File: config.mk
export PLATFORM = sky130hd
export DESIGN_NAME = xml_numeric_char_escaper_top
export DESIGN_NICKNAME = d
export VERILOG_FILES = /design/src/rtl/xnce_pkg.sv /design/src/rtl/xnce_front.sv /design/src/rtl/xnce_fifo.sv /design/src/rtl/xnce_back.sv /design/src/rtl/xml_numeric_char_escaper_top.sv
export SDC_FILE = /design/constraint.sdc
export NUM_CORES = 1
export LEC_CHECK = 0
export ABC_CLOCK_PERIOD_IN_PS = 16000
export BUFFER_PORTS_ARGS = -buffer_cell sky130_fd_sc_hd__buf_2
export CORE_MARGIN = 2
export CORE_UTILIZATION = 35
export DETAILED_ROUTE_END_ITERATION = 10
export PLACE_DENSITY_LB_ADDON = 0.12
export REMOVE_ABC_BUFFERS = 1
export SLEW_MARGIN = 5
export SYNTH_ARGS = -nofsm -noshare
export SYNTH_HDL_FRONTEND = slang
export SYNTH_HIERARCHICAL = 1
export SYNTH_SLANG_ARGS = --single-unit
File: constraint.sdc
create_clock -name aclk -period 16 [get_ports aclk]
set_input_delay 0.8 -clock aclk [delete_from_list [all_inputs] [get_ports aclk]]
set_output_delay 0.8 -clock aclk [all_outputs]
set_load 0.01 [all_outputs]
File: src/rtl/xnce_pkg.sv
// Shared types and constants for the XML numeric character escaper.
`default_nettype none
package xnce_pkg;

    // Character codes used by the classifier and the sequencer
    localparam logic [7:0] ChSpace  = 8'h20;
    localparam logic [7:0] ChNine   = 8'h39;
    localparam logic [7:0] ChZero   = 8'h30;
    localparam logic [7:0] ChLowA   = 8'h61;
    localparam logic [7:0] ChLowZ   = 8'h7A;
    localparam logic [7:0] ChUpA    = 8'h41;
    localparam logic [7:0] ChUpZ    = 8'h5A;
    localparam logic [7:0] ChDquote = 8'h22;
    localparam logic [7:0] ChSquote = 8'h27;
    localparam logic [7:0] ChAmp    = 8'h26;
    localparam logic [7:0] ChHash   = 8'h23;
    localparam logic [7:0] ChSemi   = 8'h3B;

    // Queue depth between the front and back parts
    localparam int QDepth = 2;
    localparam int QPtrW  = $clog2(QDepth);
    localparam int QCntW  = $clog2(QDepth + 1);

    // Classified item handed from front to back
    typedef struct packed {
        logic       plain;    // byte passes unchanged
        logic [7:0] ch;       // raw byte
        logic       has_hund; // value >= 100
        logic       has_tens; // value >= 10
        logic [1:0] hund;     // hundreds digit
        logic [3:0] tens;     // tens digit
        logic [3:0] ones;     // ones digit
    } xnce_desc_t;

    // Back-end sequencer steps
    typedef enum logic [2:0] {
        ST_AMP,
        ST_HASH,
        ST_HUND,
        ST_TENS,
        ST_ONES,
        ST_SEMI
    } xnce_state_t;

endpackage
`default_nettype wire

File: src/rtl/xnce_front.sv
// Front part: classifies one byte and splits its value into decimal digits.
`default_nettype none
module xnce_front (
    input  wire logic [7:0]          in_char,
    output xnce_pkg::xnce_desc_t     desc
);
    import xnce_pkg::*;

    logic        in_range;
    logic        special;
    logic [13:0] prod_h;
    logic [1:0]  hund;
    logic [7:0]  hund_x100;
    logic [7:0]  rem8;
    logic [6:0]  rem;
    logic [14:0] prod_t;
    logic [3:0]  tens;
    logic [6:0]  tens_x10;
    logic [6:0]  ones7;

    // Decide pass-through or escape
    always_comb begin
        in_range = (in_char >= ChSpace && in_char <= ChNine) ||
                   (in_char >= ChLowA && in_char <= ChLowZ) ||
                   (in_char >= ChUpA && in_char <= ChUpZ);
        special  = (in_char == ChDquote) || (in_char == ChSquote) ||
                   (in_char == ChAmp);
    end

    // Split into digits by reciprocal multiplication (exact for 0..255)
    always_comb begin
        prod_h    = {6'd0, in_char} * 14'd41;
        hund      = prod_h[13:12];
        hund_x100 = {6'd0, hund} * 8'd100;
        rem8      = in_char - hund_x100;
        rem       = rem8[6:0];
        prod_t    = {8'd0, rem} * 15'd205;
        tens      = prod_t[14:11];
        tens_x10  = {3'd0, tens} * 7'd10;
        ones7     = rem - tens_x10;
    end

    // Pack the classified item
    always_comb begin
        desc.plain    = in_range && !special;
        desc.ch       = in_char;
        desc.has_hund = (in_char >= 8'd100);
        desc.has_tens = (in_char >= 8'd10);
        desc.hund     = hund;
        desc.tens     = tens;
        desc.ones     = ones7[3:0];
    end

endmodule
`default_nettype wire

File: src/rtl/xnce_fifo.sv
// Short queue of classified items between the front and back parts.
`default_nettype none
module xnce_fifo (
    input  wire logic                 aclk,
    input  wire logic                 aresetn,
    input  wire logic                 push,
    input  xnce_pkg::xnce_desc_t      push_data,
    output logic                      full,
    input  wire logic                 pop,
    output xnce_pkg::xnce_desc_t      pop_data,
    output logic                      empty
);
    import xnce_pkg::*;

    xnce_desc_t       mem_reg [QDepth];
    logic [QPtrW-1:0] wr_ptr_reg, wr_ptr_next;
    logic [QPtrW-1:0] rd_ptr_reg, rd_ptr_next;
    logic [QCntW-1:0] count_reg, count_next;
    logic             do_push;
    logic             do_pop;

    assign full     = (count_reg == QCntW'(QDepth));
    assign empty    = (count_reg == '0);
    assign do_push  = push && !full;
    assign do_pop   = pop && !empty;
    assign pop_data = mem_reg[rd_ptr_reg];

    // Advance pointers and occupancy
    always_comb begin
        wr_ptr_next = wr_ptr_reg;
        rd_ptr_next = rd_ptr_reg;
        count_next  = count_reg;
        if (do_push) begin
            wr_ptr_next = (wr_ptr_reg == QPtrW'(QDepth - 1)) ? '0 : wr_ptr_reg + 1'b1;
        end
        if (do_pop) begin
            rd_ptr_next = (rd_ptr_reg == QPtrW'(QDepth - 1)) ? '0 : rd_ptr_reg + 1'b1;
        end
        if (do_push && !do_pop) begin
            count_next = count_reg + 1'b1;
        end else if (do_pop && !do_push) begin
            count_next = count_reg - 1'b1;
        end
    end

    always_ff @(posedge aclk) begin
        if (!aresetn) begin
            wr_ptr_reg <= '0;
            rd_ptr_reg <= '0;
            count_reg  <= '0;
        end else begin
            wr_ptr_reg <= wr_ptr_next;
            rd_ptr_reg <= rd_ptr_next;
            count_reg  <= count_next;
        end
    end

    // Store entries
    always_ff @(posedge aclk) begin
        if (do_push) begin
            mem_reg[wr_ptr_reg] <= push_data;
        end
    end

endmodule
`default_nettype wire

File: src/rtl/xnce_back.sv
// Back part: walks each queued item through its output bytes into a register.
`default_nettype none
module xnce_back (
    input  wire logic                 aclk,
    input  wire logic                 aresetn,
    input  xnce_pkg::xnce_desc_t      head,
    input  wire logic                 head_valid,
    output logic                      head_pop,
    output logic                      m_valid,
    input  wire logic                 m_ready,
    output logic [7:0]                m_out_char,
    output logic                      m_run_last
);
    import xnce_pkg::*;

    xnce_state_t state_reg, state_next;
    logic        m_valid_reg, m_valid_next;
    logic [7:0]  char_reg;
    logic        last_reg;
    logic        can_load;
    logic        step;
    logic [7:0]  load_char;
    logic        load_last;

    assign can_load = !m_valid_reg || m_ready;
    assign step     = can_load && head_valid;

    // Next step of the sequence
    always_comb begin
        state_next = state_reg;
        if (step) begin
            case (state_reg)
                ST_AMP: begin
                    state_next = head.plain ? ST_AMP : ST_HASH;
                end
                ST_HASH: begin
                    if (head.has_hund) begin
                        state_next = ST_HUND;
                    end else if (head.has_tens) begin
                        state_next = ST_TENS;
                    end else begin
                        state_next = ST_ONES;
                    end
                end
                ST_HUND: state_next = ST_TENS;
                ST_TENS: state_next = ST_ONES;
                ST_ONES: state_next = ST_SEMI;
                ST_SEMI: state_next = ST_AMP;
                default: state_next = ST_AMP;
            endcase
        end
    end

    // Select the byte for this step and drop the item on its last byte
    always_comb begin
        load_char = ChAmp;
        load_last = 1'b0;
        case (state_reg)
            ST_AMP: begin
                load_char = head.plain ? head.ch : ChAmp;
                load_last = head.plain;
            end
            ST_HASH: load_char = ChHash;
            ST_HUND: load_char = ChZero + {6'd0, head.hund};
            ST_TENS: load_char = ChZero + {4'd0, head.tens};
            ST_ONES: load_char = ChZero + {4'd0, head.ones};
            ST_SEMI: begin
                load_char = ChSemi;
                load_last = 1'b1;
            end
            default: begin
                load_char = ChAmp;
                load_last = 1'b0;
            end
        endcase
        head_pop = step && load_last;
    end

    // Hold the output until taken
    always_comb begin
        m_valid_next = m_valid_reg;
        if (can_load) begin
            m_valid_next = head_valid;
        end
    end

    always_ff @(posedge aclk) begin
        if (!aresetn) begin
            state_reg   <= ST_AMP;
            m_valid_reg <= 1'b0;
        end else begin
            state_reg   <= state_next;
            m_valid_reg <= m_valid_next;
        end
    end

    always_ff @(posedge aclk) begin
        if (step) begin
            char_reg <= load_char;
            last_reg <= load_last;
        end
    end

    assign m_valid    = m_valid_reg;
    assign m_out_char = char_reg;
    assign m_run_last = last_reg;

endmodule
`default_nettype wire

File: src/rtl/xml_numeric_char_escaper_top.sv
// Top level of the XML numeric character escaper.
//
//  Channel  Ports                           Carries
//  input    s_valid s_ready s_in_char       one raw text byte
//  result   m_valid m_ready m_out_char      one escaped byte,
//           m_run_last                      last flag on final byte of each item
//
// Plain bytes pass the queue register and then the output register, one per cycle
// while m_ready is high. An escaped byte yields four to six result bytes, one per
// cycle, set by the back-end sequencer. The item being escaped stays at the head
// of the two-entry queue, so one more byte is taken and then s_ready drops until
// the last byte of the run is loaded into the output register.
// Reset (aresetn low at a clock edge) empties the queue and the output register.
// Either side may stall at any time without losing or repeating bytes.
`default_nettype none
module xml_numeric_char_escaper_top (
    input  wire logic       aclk,
    input  wire logic       aresetn,
    input  wire logic       s_valid,
    output logic            s_ready,
    input  wire logic [7:0] s_in_char,
    output logic            m_valid,
    input  wire logic       m_ready,
    output logic [7:0]      m_out_char,
    output logic            m_run_last
);
    import xnce_pkg::*;

    xnce_desc_t front_desc;
    xnce_desc_t head;
    logic       q_full;
    logic       q_empty;
    logic       head_pop;

    assign s_ready = !q_full;

    // Classify the incoming byte
    xnce_front u_front (
        .in_char (s_in_char),
        .desc    (front_desc)
    );

    // Queue classified items
    xnce_fifo u_fifo (
        .aclk      (aclk),
        .aresetn   (aresetn),
        .push      (s_valid),
        .push_data (front_desc),
        .full      (q_full),
        .pop       (head_pop),
        .pop_data  (head),
        .empty     (q_empty)
    );

    // Emit the output bytes
    xnce_back u_back (
        .aclk       (aclk),
        .aresetn    (aresetn),
        .head       (head),
        .head_valid (!q_empty),
        .head_pop   (head_pop),
        .m_valid    (m_valid),
        .m_ready    (m_ready),
        .m_out_char (m_out_char),
        .m_run_last (m_run_last)
    );

endmodule
`default_nettype wire
==> impl_results.md, run 1 <==
- Status: completed
- Startpoint types: input port
- Pin count of the biggest net entering global routing: 23
- CP required: 16.05 ns
- Yosys top cell by area: edfxtp_1
- Rel. slew slack: 0.253
- Worst-Margin Slew: 1.12 ns
- Synthesis Warnings: 6
- Pre-CTS setup slack: 7.01 ns
- Hold Path Depth: 2
- Grt ovf: 0
- Worst Hold End: u_fifo/count_reg[1]$_SDFFE_PN0P_
- Ports: 23
- Final cycle utilization of the critical path: 0.536
- DR vias/cell: 4.95
- Detailed Route WL: 7.68 mm
- F_max: 117 MHz
- Crit path time final: 8.58 ns
- Max reg flops: 42
- Avg Inst Size Synth: 11.9 um^2
- Post-Place Cells: 501
- CTS tree: done
- DP HPWL: 5.79 mm
- Height of the die: 113 um
- N_diodes: 0
- Reg-to-reg slack, setup: 13.43 ns
- Skew-Pair Late Insertion Delay: 0.32 ns
- First-pass GRT wire length: 13.4 mm
- CTS hold repair buffers: 0
- Layout area overhead: 11.4%
- Die width: 113 um
- Fin nets: 458
- Vias in the first global route: 2698
- Commonest cells in the synthesized netlist: 65 x ha_1, 51 x edfxtp_1, 42 x inv_1
- Clk sinks: 60
- Gate Count Post-Synth: 351
- CTS buffer count: 9
- Post-CTS sizing: 0
- Core Rows: 39
- Cell mode on critical path: ha_1
- Asr flop ratio synth: 0
- Synth area leaders: edfxtp_1 37%, ha_1 19%, fa_1 5.7%, mux2_2 5.7%, dfxtp_1 4.3%
- Max Slew Vio Count: 0
- Htree depth: 3
- R2R cell count: 9
- Vias: 2556
- DRC: 0
- Initial Util: 0.363
- Drt initial violations: 75
- Most frequent cell after synthesis: ha_1
- Post-DR wirelength/cell: 14.9 um
- Max-capacitance violation count: 0
- Synthesized cell area: 0.00418 mm^2
- Final setup margin: 7.42 ns
- Die Area: 0.0128 mm^2
- Post-layout utilization of the core: 0.404
- Hold Path Class: flop to flop
- Antenna viol nets, final: 0
- Layout cells sized above 1: 0.174
- Endpoints failing setup: 0
- Clock Path Buffers: 2
- Slowest CP cell: fa_1
- Setup_tns: 0 ns
- Ys flop type: edfxtp_1
- GRT Total Usage: 0.133
- Area of the core: 0.0115 mm^2
- Max stage delay on crit path: 0.54 ns
- Sequential area share after synthesis: 0.410
- Router iterations before antenna repair: 4
- Yosys top cell area share: 0.366
- Crit Path Max Fanout: 12
- Post-CTS setup buffers: 0
- Worst Setup End Kind: flop
- Clk slew on worst S/H paths: 0.05 ns
- Number of flops mapped to enable cells by yosys: 51
- Origin of the worst min-delay path: u_fifo/count_reg[1]$_SDFFE_PN0P_
- Root Buffer: clkbuf_16
- Count of cell types in the netlist: 57
- IO buf count: 22
- WP data arrival: 8.63 ns
- Clock Skew: 0.00619 ns
- Setup CP Type: input port to flop
- Count of final hold-check violations: 0
- Gpl congestion: 0.775
- Non-filler cells, final: 516
- FF-to-FF End: u_fifo/count_reg[1]$_SDFFE_PN0P_
- Yosys reg bits: 60
- RSZ-0062 raised after global routing: false
- Initial antenna violation count: 0
[logic make-up after synthesis]
family / after synthesis / synth area share
fa+ha+maj: 77 / 0.252
flops: 60 / 0.410
mux: 21 / 0.0566
compound gates: 60 / 0.0958
buf+inv: 60 / 0.0635
simple gates: 51 / 0.0763
xor+xnor: 22 / 0.0461
[metal layers]
layer	wire length (um)	GRT usage
met5	0	0
met4	63	0.0488
met3	127	0.0204
met2	3650	0.217
met1	3830	0.179
[cells in the final DEF (no fill, tap or decap), drive strengths merged, types with 2 or more instances in the layout]
cell type  netlist  final
a21boi           2      2
clkinv           0      2
nand2            6      6
o21a             3      3
or3              2      2
buf             14     23
dfxtp            9      9
nor3             3      3
o221ai           2      2
mux2            21     21
o21ai           11     11
ha              65     65
and2             5      5
o21ba            2      2
nand2b           5      5
nand3            2      2
o2111ai          2      2
edfxtp          51     51
a21oi           19     19
xor2             7      7
xnor2           15     15
and3             2      2
inv             44     44
o31ai            2      2
o21bai           2      2
fa              12     12
a31oi            3      3
a211oi           4      4
clkbuf           2     12
nor2            11     11
a221oi           2      2
nor2b            5      5
[area by class of cell]
| type | count | area (um^2) |
|---|---|---|
| inverters | 44 | 165 |
| repair buffers | 23 | 118 |
| clock buffers | 12 | 236 |
| clock inverters | 3 | 38.8 |
| fillers | 1112 | 6860 |
| flip-flops and latches | 60 | 1710 |
| well taps | 143 | 179 |
| multi-input cells | 231 | 2210 |
[how the worst max path moves through the flow]
stage,startpoint,cells past startpoint,endpoint,slack (ns)
after floorplan,s_in_char[2],34,u_fifo/mem_reg[0][3]$_DFFE_PP_,7.89
after global placement,s_in_char[4],35,u_fifo/mem_reg[0][3]$_DFFE_PP_,7.21
after detailed placement,s_in_char[4],35,u_fifo/mem_reg[0][3]$_DFFE_PP_,7.01
after CTS,s_in_char[4],35,u_fifo/mem_reg[0][3]$_DFFE_PP_,7.34
after global routing,s_in_char[4],35,u_fifo/mem_reg[1][3]$_DFFE_PP_,6.80
final,s_in_char[4],35,u_fifo/mem_reg[1][3]$_DFFE_PP_,7.42
[metrics by stage]
stage	cell area, um^2	hold slack (ns)
floorplan	4080	0.483
global placement	4380	0.515
detailed placement	4380	0.525
CTS	4660	0.532
global route	4660	0.557
finish	4660	0.522
[critical path, delay by kind of cell]
| family | cells | cell delay, ns |
|---|---|---|
| AO/OA/AOI/OAI | 7 | 1.17 |
| XOR/XNOR | 8 | 1.43 |
| adder cells (fa/ha/maj) | 13 | 4.41 |
| buffers and inverters | 5 | 0.45 |
| AND/OR/NAND/NOR | 2 | 0.36 |
Power of run 1 is not shown: default switching activity piles up to over one toggle a cycle in this logic, so the estimate is an artifact.
==> inputs of run 2 (changes only) <==
Settings changed: ABC_CLOCK_PERIOD_IN_PS 16000 to 7200.
Clock period 16 ns to 7.2 ns, I/O delays scaled along.
==> impl_results.md, run 2 (synthesized netlist as in run 1, its figures left out) <==
- Core Rows: 39 (unchanged)
- FF-to-FF End: u_fifo/count_reg[1]$_SDFFE_PN0P_
- Reg-to-reg slack, setup: 4.62 ns (-8.81 ns)
- Pin count of the biggest net entering global routing: 23 (unchanged)
- Worst Setup End Kind: flop
- Max-capacitance violation count: 0 (unchanged)
- Initial antenna violation count: 0 (unchanged)
- Grt ovf: 0 (unchanged)
- Startpoint types: input port
- CTS hold repair buffers: 0 (unchanged)
- Gpl congestion: 0.789 (+1.9%)
- Setup CP Type: input port to flop
- CP startpoint: s_in_char[2]
- DP HPWL: 6.23 mm (+7.6%)
- Origin of the worst min-delay path: aresetn
- Failing checks: negative setup slack
- CTS tree: done
- Initial Util: 0.363 (unchanged)
- Status: complete, but fails checks
- First-pass GRT wire length: 14.7 mm (+9.9%)
- Cell mode on critical path: xnor2_2
- N_diodes: 0 (unchanged)
- Slowest CP cell: fa_1
- Critical Path Sink: u_fifo/mem_reg[1][3]$_DFFE_PP_
- Rel. slew slack: 0.264 (+0.0113)
- WP data arrival: 7.35 ns (-1.28 ns)
- Commonest non-fill, non-tap cell in the layout: buf_4
- Hold Path Class: input port to flop
- RSZ-0062 raised after global routing: true
- Vias: 2786 (+9.0%)
- Worst Path Buf+Inv: 5 (unchanged)
- Count of final hold-check violations: 0 (unchanged)
- Max stage delay on crit path: 0.55 ns (about the same)
- Fillcell total: 1062 (-4.5%)
- GRT Total Usage: 0.149 (+0.0157)
- Hold Path Depth: 2 (unchanged)
- Die width: 113 um (unchanged)
- Clk sinks: 60 (unchanged)
- Vias in the first global route: 3028 (+12%)
- Top delay family on crit path: adder cells
- Root Buffer: clkbuf_16
- Final setup margin: -0.0857 ns (-7.51 ns)
- Htree depth: 3 (unchanged)
- Max reg flops: 42 (unchanged)
- Height of the die: 113 um (unchanged)
- IO buf count: 22 (unchanged)
- F_max: 137 MHz
- Worst-Margin Slew: 1.10 ns (-0.0168 ns)
- Final cycle utilization of the critical path: 1.01
- Crit Path Max Fanout: 3 (-9)
- Max Slew Vio Count: 0 (unchanged)
- Drt initial violations: 104 (+39%)
- Endpoints failing setup: 2 (+2)
- Clk slew on worst S/H paths: 0.05 ns (about the same)
- Crit path time final: 7.29 ns
- Clock Path Buffers: 2 (unchanged)
- Crit. path cell count: 35 (unchanged)
- CTS buffer count: 9 (unchanged)
- Layout area overhead: 29.4%
- DR vias/cell: 4.88 (-1.5%)
- Antenna viol nets, final: 0 (unchanged)
- Worst Hold Slack: 0.313 ns (-0.208 ns)
- R2R cell count: 9 (unchanged)
- Ports: 23 (unchanged)
- DRC: 0 (unchanged)
- Die Area: 0.0128 mm^2 (unchanged)
- Router iterations before antenna repair: 4 (unchanged)
- Clock Skew: 0.00336 ns (-0.00283 ns)
- Skew-Pair Late Insertion Delay: 0.32 ns (about the same)
- Area of the core: 0.0115 mm^2 (unchanged)
- Fin nets: 512 (+12%)
- Layout cells sized above 1: 0.374 (+0.200)
- Post-DR wirelength/cell: 15.0 um (+0.85%)
- Commonest cells after routing, fill and taps aside: 52 x buf_4, 51 x edfxtp_1, 48 x ha_1
- Detailed Route WL: 8.57 mm (+12%)
- CP required: 7.26 ns (-8.79 ns)
[run 2: cell types whose count changed in the layout (fill, tap and decap cells not counted), moves of 3 or more]
cell | before | now
fa_1 | 12 | 9
ha_4 | 0 | 13
fa_2 | 0 | 3
xnor2_1 | 15 | 9
clkbuf_1 | 3 | 0
buf_4 | 1 | 52
buf_6 | 0 | 4
ha_1 | 65 | 48
ha_2 | 0 | 4
xnor2_2 | 0 | 6
[run 2: routing by layer]
layer | global-route usage | wire [um]
met5 | 0 | 0
met4 | 0.0512 | 127
met1 | 0.186 | 3960
met3 | 0.0273 | 213
met2 | 0.258 | 4260
[run 2: worst reg2reg max path, stage by stage, from the launching register on]
cell	delay, ns
dfxtp_1	0.30
buf_4	0.29
mux2_2	0.28
or3b_1	0.35
a21oi_1	0.18
and3_1	0.19
o21ai_1	0.10
ha_1	0.33
or3_1	0.35
a21boi_1	0.14
[run 2: cell type report]
class / instances / area [um^2] / area share
multi-input cells: 231 / 2500 / 0.462
clock inverters: 7 / 76.3 / 0.0141
clock buffers: 9 / 225 / 0.0416
well taps: 143 / 179 / 0.0331
repair buffers: 77 / 551 / 0.102
inverters: 44 / 165 / 0.0305
flip-flops and latches: 60 / 1710 / 0.316
[run 2: worst min-delay path by stage]
stage	end	slack, ns
2_1_floorplan	u_fifo/mem_reg[0][0]$_DFFE_PP_	0.46
3_3_place_gp	u_fifo/count_reg[1]$_SDFFE_PN0P_	0.51
3_5_place_dp	u_fifo/count_reg[1]$_SDFFE_PN0P_	0.52
4_1_cts	u_fifo/wr_ptr_reg$_SDFFE_PN0P_	0.30
5_1_grt	u_fifo/wr_ptr_reg$_SDFFE_PN0P_	0.32
6_report	u_fifo/wr_ptr_reg$_SDFFE_PN0P_	0.31
[run 2: what timing repair did]
action                                  in CTS  in global routing
endpoints found under the setup margin       4                  6
pin swaps                                   35                 23
gates resized for setup                     37                 13
buffers inserted                            15                  1
[run 2: through the flow]
stage | util | TNS (ns) | instance area, um^2 | setup slack (ns) | std cells
2_1_floorplan | - | -0.937 | 4080 | -0.469 | 335
3_3_place_gp | 0.405 | -2.29 | 4670 | -0.821 | 539
5_1_grt | 0.470 | -0.849 | 5410 | -0.425 | 571
6_report | 0.470 | -0.171 | 5410 | -0.0857 | 571
3_5_place_dp | 0.405 | -2.71 | 4670 | -0.894 | 539
4_1_cts | 0.461 | -0.266 | 5310 | -0.133 | 570
Power of run 2 is left out for the same reason.
==> inputs of run 3 (changes only) <==
Settings changed: CORE_UTILIZATION 35 to 55.
==> impl_results.md, run 3 (synthesized netlist as in run 1, its figures left out) <==
- Multi-input gate area: 0.00251 mm^2 (+0.30%)
- Layout cells sized above 1: 0.363 (-0.0106)
- Detailed Route WL: 7.83 mm (-8.6%)
- Post-layout utilization of the core: 0.711 (+0.242)
- Die width: 91.2 um (-20%)
- Drt initial violations: 93 (-11%)
- Htree depth: 3 (unchanged)
- Fin nets: 508 (-0.78%)
- Initial Util: 0.573 (+0.210)
- N_diodes: 0 (unchanged)
- DRC: 0 (unchanged)
- Status: complete, but fails checks
- Clk slew on worst S/H paths: 0.06 ns (about the same)
- Max-capacitance violation count: 0 (unchanged)
- Layout area overhead: 24.1%
- Area of the core: 0.00729 mm^2 (-37%)
- GRT Total Usage: 0.200 (+0.0514)
- WP data arrival: 7.27 ns (-0.08 ns)
- CTS buffer count: 9 (unchanged)
- Count of final hold-check violations: 0 (unchanged)
- Crit path time final: 7.21 ns (-0.0751 ns)
- Register Area: 0.00171 mm^2 (unchanged)
- Startpoint types: input port
- F_max: 139 MHz (+1.0%)
- DR vias/cell: 5.36 (+9.9%)
- RSZ-0062 raised after global routing: true
- Commonest cells after routing, fill and taps aside: 51 x edfxtp_1, 48 x buf_4, 48 x ha_1
- Crit Path Max Fanout: 3 (unchanged)
- Vias: 2805 (+0.68%)
- Core Rows: 31 (-21%)
- Vias in the first global route: 2850 (-5.9%)
- CP required: 7.26 ns (about the same)
- Cell mode on critical path: ha_4
- Setup CP Type: input port to flop
- Rel. slew slack: 0.352 (+0.0879)
- Max stage delay on crit path: 0.56 ns (about the same)
- Initial antenna violation count: 0 (unchanged)
- Post-DR wirelength/cell: 15.0 um (-0.23%)
- Failing checks: negative setup slack
- Commonest non-fill, non-tap cell in the layout: edfxtp_1
- Hold Path Class: input port to flop
- Pin count of the biggest net entering global routing: 23 (unchanged)
- Router iterations before antenna repair: 4 (unchanged)
- Fillcell total: 532 (-50%)
- Slowest CP cell: fa_1
- Post-Place Cells: 497 (-7.8%)
- Clk sinks: 60 (unchanged)
- Gpl congestion: 0.779 (-1.3%)
- Endpoints failing setup: 2 (unchanged)
- Max Slew Vio Count: 0 (unchanged)
- Height of the die: 91.2 um (-20%)
- Ports: 23 (unchanged)
- Antenna viol nets, final: 0 (unchanged)
- Final setup margin: -0.0106 ns (+0.0751 ns)
- Root Buffer: clkbuf_8
- CTS tree: done
- Max reg flops: 42 (unchanged)
- Setup_tns: -0.0210 ns (+0.150 ns)
- Worst-Margin Slew: 0.972 ns (-0.128 ns)
- Clock Skew: 0.00408 ns (+0.000721 ns)
- DP HPWL: 5.59 mm (-10%)
- Clock Path Buffers: 2 (unchanged)
- Worst Setup End Kind: flop
- First-pass GRT wire length: 13.1 mm (-11%)
- Die Area: 0.00831 mm^2 (-35%)
- IO buf count: 22 (unchanged)
- Grt ovf: 0 (unchanged)
- Final cycle utilization of the critical path: 1.00 (-0.0104)
- Skew-Pair Late Insertion Delay: 0.33 ns (about the same)
- Non-filler cells, final: 523 (-8.4%)
[run 3: cell types whose count changed in the layout (fill, tap and decap cells not counted), sizes merged]
cell	before	now
bufinv	1	0
clkbuf	9	12
buf	77	73
inv	45	44
clkinv	3	4
clkinvlp	2	0
[run 3: path summary, 6_finish.rpt]
check                                                       from                               end  slack, ns  cells past startpoint
worst min-delay path                                     aresetn    u_fifo/rd_ptr_reg$_SDFFE_PN0P_       0.31                      2
worst min register to register  u_fifo/count_reg[1]$_SDFFE_PN0P_  u_fifo/count_reg[1]$_SDFFE_PN0P_       0.53                      2
worst max-delay path                                s_in_char[2]    u_fifo/mem_reg[1][3]$_DFFE_PP_      -0.01                     35
worst max register to register                              flop  u_fifo/count_reg[1]$_SDFFE_PN0P_       4.22                      8
[run 3: layout make-up]
class	instances	share of cell area
well taps	99	0.0239
clock inverters	4	0.00314
clock buffers	12	0.0260
repair buffers	73	0.102
multi-input cells	231	0.484
flip-flops and latches	60	0.330
inverters	44	0.0318
[run 3: timing repair]
item / 4_1_cts / 5_1_grt
pin swaps: 37 / 24
setup endpoints to repair: 4 / 4
resized for setup: 40 / 18
cloned: 0 / 0
setup buffers: 7 / 3
hold buffers: 0 / 0
[run 3: critical path, delay by kind of cell]
| kind | cells | cell delay (ns) |
|---|---|---|
| xor+xnor | 8 | 1.26 |
| compound gates | 5 | 0.82 |
| buf+inv | 6 | 0.39 |
| simple gates | 3 | 0.35 |
| fa+ha+maj | 13 | 4.11 |
[run 3: through the flow]
stage	hold WS [ns]	cell area, um^2	setup slack, ns
6_report	0.313	5190	-0.0106
4_1_cts	0.299	5050	-0.123
3_5_place_dp	0.519	4620	-0.867
3_3_place_gp	0.506	4620	-0.662
5_1_grt	0.312	5190	-0.354
2_1_floorplan	0.459	4080	-0.469
[run 3: per-layer routing]
layer	part of all wire	wire (um)	track usage	vias to the layer above
met3	0.028	223	0.0415	16
met5	0	0	0	-
met4	0.022	170	0.0770	0
met1	0.44	3470	0.247	1338
met2	0.51	3960	0.344	54
li1	-	-	-	1397
Power of run 3 is left out for the same reason.
